[src/sv/zlep_pkg.sv]
`timescale 1ns / 1ps
// Shared types and constants for the zero-length-encoded event word parser.
// No dependencies; imported by zlep_framer and zle_event_word_parser.
package zlep_pkg;

  localparam int WordW       = 32;
  localparam int SizeW       = 28;
  localparam int SampleW     = 16;
  localparam int CountW      = 20;
  localparam int HeaderWords = 4;

  // Control codes in bits 31..30 of a payload word
  localparam logic [1:0] CtrlGood = 2'b11;
  localparam logic [1:0] CtrlSkip = 2'b01;

  typedef enum logic [1:0] {
    KIND_DATA = 2'd0,
    KIND_GOOD = 2'd1,
    KIND_SKIP = 2'd2,
    KIND_BAD  = 2'd3
  } kind_e;

  typedef struct packed {
    kind_e                word_kind;
    logic [SampleW-1:0]   sample_first;
    logic [SampleW-1:0]   sample_second;
    logic [CountW-1:0]    word_count;
    logic [CountW-1:0]    pair_index;
    logic                 event_end;
  } result_t;

endpackage

[src/sv/zle_event_word_parser.sv]
`timescale 1ns / 1ps
// Top level of the zero-length-encoded event word parser.
// Depends on zlep_pkg and zlep_framer.
//
//  Channel | Handshake            | Payload
//  --------+----------------------+------------------------------------------
//  input   | in_valid_i/in_ready_o| buffer_word_i, buffer_start_i
//  output  | out_valid_o/out_ready_i | word_kind_o, sample_first_o,
//          |                      | sample_second_o, word_count_o,
//          |                      | pair_index_o, event_end_o
//
// One word per clock sustained while the output register keeps being taken. A word
// is held in the input register, is classified there against the framing state, and
// its result (if any) is loaded into the output register once that register is free.
// Reset clears both valid flags and the framing state (header expected).
// Stalls: the input register moves on whenever the output register is empty or
// being taken; a word that yields no result still uses that slot.
module zle_event_word_parser import zlep_pkg::*; #(
  parameter int HEADER_WORDS = HeaderWords
) (
  input  logic               clk_i,
  input  logic               rst_ni,
  input  logic               in_valid_i,
  output logic               in_ready_o,
  input  logic [WordW-1:0]   buffer_word_i,
  input  logic               buffer_start_i,
  output logic               out_valid_o,
  input  logic               out_ready_i,
  output logic [1:0]         word_kind_o,
  output logic [SampleW-1:0] sample_first_o,
  output logic [SampleW-1:0] sample_second_o,
  output logic [CountW-1:0]  word_count_o,
  output logic [CountW-1:0]  pair_index_o,
  output logic               event_end_o
);

  // Input register
  logic             s1_valid_q;
  logic [WordW-1:0] s1_word_q;
  logic             s1_start_q;

  // Output register
  logic    out_valid_q;
  result_t out_q;

  logic    out_free;
  logic    s1_adv;
  logic    has_res;
  result_t res;

  // Output slot can take a new result when empty or being drained this cycle
  assign out_free   = !out_valid_q || out_ready_i;
  assign s1_adv     = s1_valid_q && out_free;
  assign in_ready_o = !s1_valid_q || out_free;

  always_ff @(posedge clk_i or negedge rst_ni) begin
    if (!rst_ni) begin
      s1_valid_q <= 1'b0;
    end else if (in_ready_o) begin
      s1_valid_q <= in_valid_i;
    end
  end

  // Capture the word on accept; payload needs no reset
  always_ff @(posedge clk_i) begin
    if (in_valid_i && in_ready_o) begin
      s1_word_q  <= buffer_word_i;
      s1_start_q <= buffer_start_i;
    end
  end

  zlep_framer #(
    .HEADER_WORDS(HEADER_WORDS)
  ) u_framer (
    .clk_i    (clk_i),
    .rst_ni   (rst_ni),
    .adv_i    (s1_adv),
    .word_i   (s1_word_q),
    .start_i  (s1_start_q),
    .has_res_o(has_res),
    .res_o    (res)
  );

  // Load a result when the slot is free; drop the word if it yields nothing
  always_ff @(posedge clk_i or negedge rst_ni) begin
    if (!rst_ni) begin
      out_valid_q <= 1'b0;
    end else if (out_free) begin
      out_valid_q <= s1_valid_q && has_res;
    end
  end

  always_ff @(posedge clk_i) begin
    if (s1_adv && has_res) begin
      out_q <= res;
    end
  end

  assign out_valid_o     = out_valid_q;
  assign word_kind_o     = out_q.word_kind;
  assign sample_first_o  = out_q.sample_first;
  assign sample_second_o = out_q.sample_second;
  assign word_count_o    = out_q.word_count;
  assign pair_index_o    = out_q.pair_index;
  assign event_end_o     = out_q.event_end;

endmodule

[src/sv/zlep_framer.sv]
`timescale 1ns / 1ps
// Event framing state and word classification for one buffered word.
// Depends on zlep_pkg for the result struct and code constants.
module zlep_framer import zlep_pkg::*; #(
  parameter int HEADER_WORDS = HeaderWords
) (
  input  logic             clk_i,
  input  logic             rst_ni,
  input  logic             adv_i,
  input  logic [WordW-1:0] word_i,
  input  logic             start_i,
  output logic             has_res_o,
  output result_t          res_o
);

  localparam logic [SizeW-1:0] MinSize  = SizeW'(HEADER_WORDS + 1);
  localparam logic [SizeW-1:0] LastHead = SizeW'(HEADER_WORDS);

  logic [SizeW-1:0]  pos_q, pos_d, pos_cur, size;
  logic [SizeW-1:0]  len_q, len_d;
  logic [CountW-1:0] pair_q, pair_d;
  logic [SizeW:0]    pos_inc;
  logic [1:0]        ctrl;

  assign pos_cur = start_i ? '0 : pos_q;
  assign size    = word_i[SizeW-1:0];
  assign pos_inc = {1'b0, pos_cur} + {{SizeW{1'b0}}, 1'b1};
  assign ctrl    = word_i[WordW-1 -: 2];

  always_comb begin
    pos_d     = pos_q;
    len_d     = len_q;
    pair_d    = pair_q;
    has_res_o = 1'b0;
    res_o     = '0;
    if (pos_cur == '0) begin
      pair_d = '0;
      if (size < MinSize) begin
        len_d           = '0;
        pos_d           = '0;
        has_res_o       = 1'b1;
        res_o.word_kind = KIND_BAD;
        res_o.event_end = 1'b1;
      end else begin
        len_d = size;
        pos_d = SizeW'(1);
      end
    end else begin
      if (pos_inc >= {1'b0, len_q}) pos_d = '0;
      else                          pos_d = pos_inc[SizeW-1:0];
      if (pos_cur > LastHead) begin
        has_res_o       = 1'b1;
        res_o.event_end = (pos_d == '0);
        if (ctrl == CtrlGood) begin
          res_o.word_kind  = KIND_GOOD;
          res_o.word_count = word_i[CountW-1:0];
          pair_d           = CountW'(1);
        end else if (ctrl == CtrlSkip) begin
          res_o.word_kind  = KIND_SKIP;
          res_o.word_count = word_i[CountW-1:0];
        end else begin
          res_o.word_kind     = KIND_DATA;
          res_o.sample_first  = word_i[SampleW-1:0];
          res_o.sample_second = word_i[WordW-1 -: SampleW];
          res_o.pair_index    = pair_q;
          pair_d              = pair_q + CountW'(1);
        end
      end
    end
  end

  always_ff @(posedge clk_i or negedge rst_ni) begin
    if (!rst_ni) begin
      pos_q  <= '0;
      len_q  <= '0;
      pair_q <= '0;
    end else if (adv_i) begin
      pos_q  <= pos_d;
      len_q  <= len_d;
      pair_q <= pair_d;
    end
  end

endmodule

[config.mk]
export PLATFORM = sky130hd
export DESIGN_NAME = zle_event_word_parser
export DESIGN_NICKNAME = d
export VERILOG_FILES = /design/src/sv/zlep_pkg.sv /design/src/sv/zle_event_word_parser.sv /design/src/sv/zlep_framer.sv
export SDC_FILE = /design/constraint.sdc
export NUM_CORES = 1
export LEC_CHECK = 0
export BUFFER_PORTS_ARGS = -buffer_cell sky130_fd_sc_hd__buf_2
export CAP_MARGIN = 20
export CORE_MARGIN = 3
export CORE_UTILIZATION = 45
export CTS_CLUSTER_DIAMETER = 150
export DETAILED_ROUTE_END_ITERATION = 16
export GPL_TIMING_DRIVEN = 0
export MAX_ROUTING_LAYER = met4
export PLACE_DENSITY = 0.77
export SLEW_MARGIN = 0
export SYNTH_ARGS = -nofsm -noshare
export SYNTH_HDL_FRONTEND = slang
export SYNTH_SLANG_ARGS = --single-unit
export TNS_END_PERCENT = 20
[constraint.sdc]
create_clock -name clk_i -period 6.5 [get_ports clk_i]
set_clock_uncertainty 0.05 [all_clocks]
set_input_delay 1.3 -clock clk_i [delete_from_list [all_inputs] [get_ports clk_i]]
set_output_delay 1.3 -clock clk_i [all_outputs]
set_load 0.1 [all_outputs]
Yosys cells after proc, flatten, opt, wreduce, memory -nomap -nowiden
Index checks and enable logic that the tools add are counted.
- register bits: 186
- input bits: 37
- word-level logic and storage cells: 62
- add/subtract/negate cells: 2
- $lt $le $gt $ge: 3
- equality and inequality tests: 3
- muxes and demuxes: 25
- bitwise gates (word level): 1
- reduce and logical (&&, ||, !) cells: 15
- operator list (operator ; number):
    2-to-1 mux 20 bit ; 8
    2-to-1 mux 28 bit ; 5
    2-to-1 mux 75 bit ; 1
    2-to-1 mux 32 bit ; 2
    zero test 28 bit ; 2
    adder 28 x 1 -> 29 bit, second input constant ; 1
    greater-or-equal comparator 29 x 28 -> 1 bit ; 1
    > comparator 28 x 3 -> 1 bit, second input constant ; 1
    < comparator 28 x 3 -> 1 bit, second input constant ; 1
    adder 20 x 1 -> 20 bit, second input constant ; 1
    2-to-1 mux 2 bit ; 4
    2-to-1 mux 1 bit ; 5
    logical AND 1 bit ; 4
    OR reduction 4 bit ; 1
    != test 3 x 1 -> 1 bit, second input constant ; 1
    AND reduction 3 bit ; 1
    equality test 2 x 1 -> 1 bit, second input constant ; 1
    equality test 2 bit, second input constant ; 1
    zero test 1 bit ; 2
    logical OR 1 bit ; 2
    AND reduction 2 bit ; 1
    nonzero test 2 bit ; 1
    OR reduction 2 bit ; 1
    NOT 1 bit ; 1

Depth between registers and ports, before layout
- word-level depth: 8
- mapped depth: 20
- depth with buffers taken out: 18

By module
From an unflattened synthesis, not the netlist that was laid out.
- cells, all modules: 797
- area, all modules: 9126.3 µm²
- by module, submodules not included (module ; times used ; cells each ; area an instance (µm²) ; sequential area each (µm²)):
    zlep_framer ; 1 ; 679 ; 5771.8 ; 1901.8
    zle_event_word_parser ; 1 ; 118 ; 3354.5 ; 3293.2

Worst setup path before layout
OpenSTA, ideal clock, no wires.
- kind: register to register
- start point: register s1_start_q
- end point: register out_q, in the netlist event_end_o, enable pin
- library setup time: 0.509 ns
- arrival: 5.395 ns
- path slack: 0.545 ns
- cell stages (with the launch flop): 13
- buffers on the path: 4
- clock period less this slack: 5.955 ns
- cell sequence: edfxtp_1 clkbuf_1 clkbuf_1 nor2b_1 inv_1 ha_1 nor2b_1 nor3_1 a41oi_1 clkbuf_1 clkbuf_1 nor2_1 nor2_1
- word-level cells in the longest chain between the ends: 5
- elaborated cells between the ends (all ways): 6
- ends and longest elaborated chain (item ; RTL line ; RTL):
    start, declared ; zle_event_word_parser.sv:40 ; logic s1_start_q;
    start signal, assigned ; zle_event_word_parser.sv:68 ; s1_start_q <= buffer_start_i;
    2-to-1 mux 28 bit * ; zlep_framer.sv:25 ; assign pos_cur = start_i ? '0 : pos_q;
    > comparator 28 x 3 -> 1 bit ; zlep_framer.sv:51 ; if (pos_cur > LastHead) begin
    2-to-1 mux 1 bit ; zlep_framer.sv:51 ;
    2-to-1 mux 1 bit * ; zlep_framer.sv:36 ; if (pos_cur == '0) begin
    logical AND 1 bit * ; zle_event_word_parser.sv:94 ; if (s1_adv && has_res) begin
    end signal, assigned ; zle_event_word_parser.sv:95 ; out_q <= res;
    end, declared ; zle_event_word_parser.sv:44 ; result_t out_q;
Every way passes the cells marked *; elsewhere a longest branch is shown, timed or not.
A chain may end at the register's enable or synchronous reset.

Worst setup path after layout
- start point: register s1_start_q
- end point: register u_framer.pos_q[27]
- word-level cells in the longest chain between the ends: 6
- elaborated cells between the ends (all ways): 7
- ends and longest elaborated chain (item ; RTL line ; RTL):
    2-to-1 mux 28 bit * ; zlep_framer.sv:25 ;
    adder 28 x 1 -> 29 bit ; zlep_framer.sv:27 ; assign pos_inc = {1'b0, pos_cur} + {{SizeW{1'b0}}, 1'b1};
    greater-or-equal comparator 29 x 28 -> 1 bit ; zlep_framer.sv:49 ; if (pos_inc >= {1'b0, len_q}) pos_d = '0;
    2-to-1 mux 28 bit ; zlep_framer.sv:49 ;
    2-to-1 mux 28 bit ; zlep_framer.sv:36 ;
    2-to-1 mux 28 bit * ; zlep_framer.sv:36 ;
    end signal, assigned ; zlep_framer.sv:78 ; pos_q <= pos_d;
    end, declared ; zlep_framer.sv:19 ; logic [SizeW-1:0] pos_q, pos_d, pos_cur, size;
Every way passes the cells marked *; elsewhere a longest branch is shown, timed or not. The select of a mux whose other input is x is not followed.

==> summary.txt <==
Placed design
  • PortBufs: about 110
  • Routability-driven placement congestion ratio: 0.958
  • Final HPWL from detailed placement: approximately 15 mm
  • Pre-CTS worst setup slack: 0.855 ns

Final layout
  • Final core occ: 54.6%
  • Fill cells: 1,568
  • Post-layout nets: 973
  • Area growth from synthesis to layout: 17.8%
  • Antenna diode count: 0
  • Fraction of layout instances using a drive strength above 1: between 15 and 20%

Worst setup path
  • Slowest cell on crit path: sky130_fd_sc_hd__nor3_1
  • Peak per-stage delay on the critical path: 0.55 ns
  • Path depth of the worst reg2reg path: 17
  • Critical path cell sequence: clkbuf_1 -> clkbuf_1 -> nor2b_1 -> ha_1 -> nand3_1 -> or4_4 -> buf_6 -> nor3_1 -> xnor2_1 -> ha_1 -> nand4_1 -> nor4_1 -> o21ai_0 -> a311o_1 -> nand4_1 -> buf_2 -> o21ai_0
  • Startpoint kind of the worst setup timing path: register
  • Type of element capturing the critical path: register
  • Reg-to-reg critical path endpoint: u_framer.pos_q[27]
  • Class of the most critical setup path: reg -> reg
  • Maximum net fanout on the critical path: 10
  • Arr. time, crit path: 6.10 ns
  • Start of the worst register-to-register path: s1_start_q
  • Reg-to-reg setup timing slack: 0.64 ns
  • Required time at the worst-slack endpoint: 6.74 ns

Power and ir drop
  • Leakage: 4.33 nW
  • IR drop worst, VDD: 0.000197 V
  • Power density over the cells: 258 nW/um^2

Drt
  • Wire length reported by the detailed router: 21.5 mm
  • Vias: 6,493
  • WL/cell: 18.2 um
  • Count of routing violations after the opening detailed-route iteration: 594
  • Via density per instance: about 5.5
  • Final ANT Viol Nets: 0
  • Remaining routing DRC violations: 0
  • Number of iterations in the first detailed-routing pass: 7

Synth
  • Average cell area after synthesis: 11.4 um^2
  • Share of flip-flops with an asynchronous set or reset after synthesis: approximately two fifths
  • Post-synthesis cell area: 8780 um^2
  • Synthesis Warnings: 0
  • Syn Nets: ~840
  • Cells after Synth: 770
  • Register bit count reported by yosys: ~190
  • Cell variety after synth: 52
  • Register area share after synthesis: 59.2%
  • Dominant synthesized flop cell: sky130_fd_sc_hd__edfxtp_1
  • Number of enable flip-flop cells after synthesis: 108

STA
  • Shortest period the worst path allows: 5.86 ns
  • Total negative slack: 0 ns
  • Number of max-slew violations in the final report: 0
  • Setup WS post-layout: roughly 0.64 ns
  • Max-Slew Margin vs Limit: around a quarter
  • Unrepaired setup endpoints after global routing: no
  • Final setup violation count: 0
  • Slew at the pin closest to its max-slew limit: between 1 and 1.5 ns
  • Tcrit/Tclk final: 90.1%
  • Final Hold Vio Count: 0
  • Achievable Freq: about 170 MHz

Clocking
  • Post-CTS resize count: 0
  • Clock slew at the register clock pins of the worst setup and hold paths: approximately 0.07 ns
  • Clock network latency to the later pin of the worst-skew pair: 0.43 ns
  • TritonCTS clock tree: yes
  • H-Tree Depth: 4
  • Clock net sink count: roughly 190
  • Maximum buffer depth of the clock tree: 2
  • Num CTS Buffers: 17
  • Master cell of the clock root buffer: sky130_fd_sc_hd__clkbuf_16
  • Post CTS Setup Buffer Count: 0
  • Hold buffer count at cts: 0

Status
  • Result of the run: finished clean

Hold path
  • HP Class: reg -> reg
  • Hold Crit Start: u_framer.len_q[1]
  • Worst hold path cell count: 2
  • End point of the worst hold path: u_framer.len_q[1]

GRT
  • Global-route usage over all layers: 21.2%
  • Total grt overflow: 0
  • Number of antenna violations at the first check in global routing: 0
  • Via count of the first global-routing pass: 6,438
  • Maximum number of pins on one net before global-route repair: 47
  • First-pass GRT wire length: 34.6 mm

Floorplanning
  • Horizontal die dimension: 146 um
  • Floorplan core area: 19,000 um^2
  • Area enclosed by the die boundary: between 20,000 and 25,000 um^2
  • Height of the die: 146 um
  • Count of pins on the block boundary: around 110
  • Std-Cell Rows: 50
  • Initial cell density of the core: 46.3%

Run
  • MaxCap Viol Count: 0
critical path: cells and delay by family, from the launching register on:
family          cells  cell delay (ns)
buf+inv             4             1.06
flops               1             0.45
fa+ha+maj           2             0.59
simple gates        7             2.55
xor+xnor            1             0.30
compound gates      3             0.71
cells by family after synthesis:
kind of cell    synth area share [%]
compound gates                  7.68
xor+xnor                        2.99
fa+ha+maj                       4.42
buf+inv                         3.75
flops                           59.2
mux                             3.34
other cells                   0.0427
simple gates                    18.6
metal layers:
metal,vias to the layer above,routed length (um),GRT usage [%]
met2,249,10200,32.7
met4,0,518,7.50
li1,3054,-,-
met3,36,1280,4.20
met5,-,0,-
met1,3154,9470,28.3
cells in the mapped netlist (all sizes together) (2+ instances only):
cell    count  area, um^2
a21o       10        75.1
a21oi      17        85.1
a22o        4        35.0
a311o       2        20.0
and2       52         325
and3       18         113
and4        3        26.3
buf         5        28.8
clkbuf     28         105
dfrtp      78        1950
edfxtp    108        3240
ha         31         388
inv        52         195
mux2       26         293
nand2      75         282
nand2b      6        37.5
nand3      20         100
nand4      21         138
nor2       44         165
nor2b       6        37.5
nor3       24         120
nor4       15        93.8
nor4b       4        35.0
o211ai      2        15.0
o21ai      29         149
o22ai       6        37.5
o311ai      2        17.5
o31a        2        17.5
o31ai      13        97.6
o41ai       7        61.3
or3         3        18.8
or4        15         116
xnor2      23         201
xor2        7        61.3
worst max path at each step:
| stage | start | endpoint | slack, ns | depth (start not counted) |
|---|---|---|---|---|
| finish | s1_start_q | u_framer.pos_q[27] | 0.64 | 17 |
| CTS | s1_start_q | u_framer.pos_q[27] | 0.74 | 17 |
| global route | s1_start_q | u_framer.pos_q[21] | 0.36 | 17 |
| detailed placement | s1_start_q | u_framer.pos_q[5] | 0.85 | 17 |
| floorplan | s1_start_q | event_end_o | 0.55 | 12 |
| global placement | s1_start_q | sample_second_o[12] | -1.67 | 12 |
layout by cell type, fill, tap and decap left out, types with 28 or more instances in the layout:
cell	netlist	routed
sky130_fd_sc_hd__nor2_1	44	43
sky130_fd_sc_hd__edfxtp_1	108	108
sky130_fd_sc_hd__buf_2	2	114
sky130_fd_sc_hd__dfrtp_1	78	78
sky130_fd_sc_hd__clkbuf_1	28	28
sky130_fd_sc_hd__nand2_1	75	75
sky130_fd_sc_hd__ha_1	31	31
sky130_fd_sc_hd__and2_1	52	51
sky130_fd_sc_hd__inv_1	52	52
stage by stage:
step | total power [mW] | instance area (um^2) | std cells | hold WS, ns
floorplan | 1.55 | 8780 | 770 | 0.399
global placement | 1.63 | 9670 | 1143 | 0.417
detailed placement | 1.64 | 9750 | 1146 | 0.421
CTS | 2.68 | 10300 | 1178 | 0.436
global route | 2.77 | 10300 | 1178 | 0.470
finish | 2.67 | 10300 | 1178 | 0.433
sequential cells by signal (all words and copies together) (netlist names), 2 cells and up:
name / count
word_kind_o: 2
s1_word_q: 32
pair_index_o: 20
u_framer.len_q: 28
word_count_o: 20
u_framer.pair_q: 20
u_framer.pos_q: 28
sample_first_o: 16
sample_second_o: 16
power breakdown:
part	leakage (nW)	internal (mW)	switching [mW]
sequential	2.03	1.31	0.0475
combinational	2.02	0.104	0.157
clock	0.281	0.575	0.467
cell type report:
type	count	area (um^2)	area share, %
well taps	260	325	3.15
repair buffers	116	643	6.22
flip-flops and latches	186	5190	50.2
clock inverters	15	164	1.58
multi-input cells	499	3260	31.5
plain buffers	33	134	1.29
clock buffers	17	425	4.11
inverters	52	195	1.89
No activity file was read; power rests on OpenSTA's default activity.
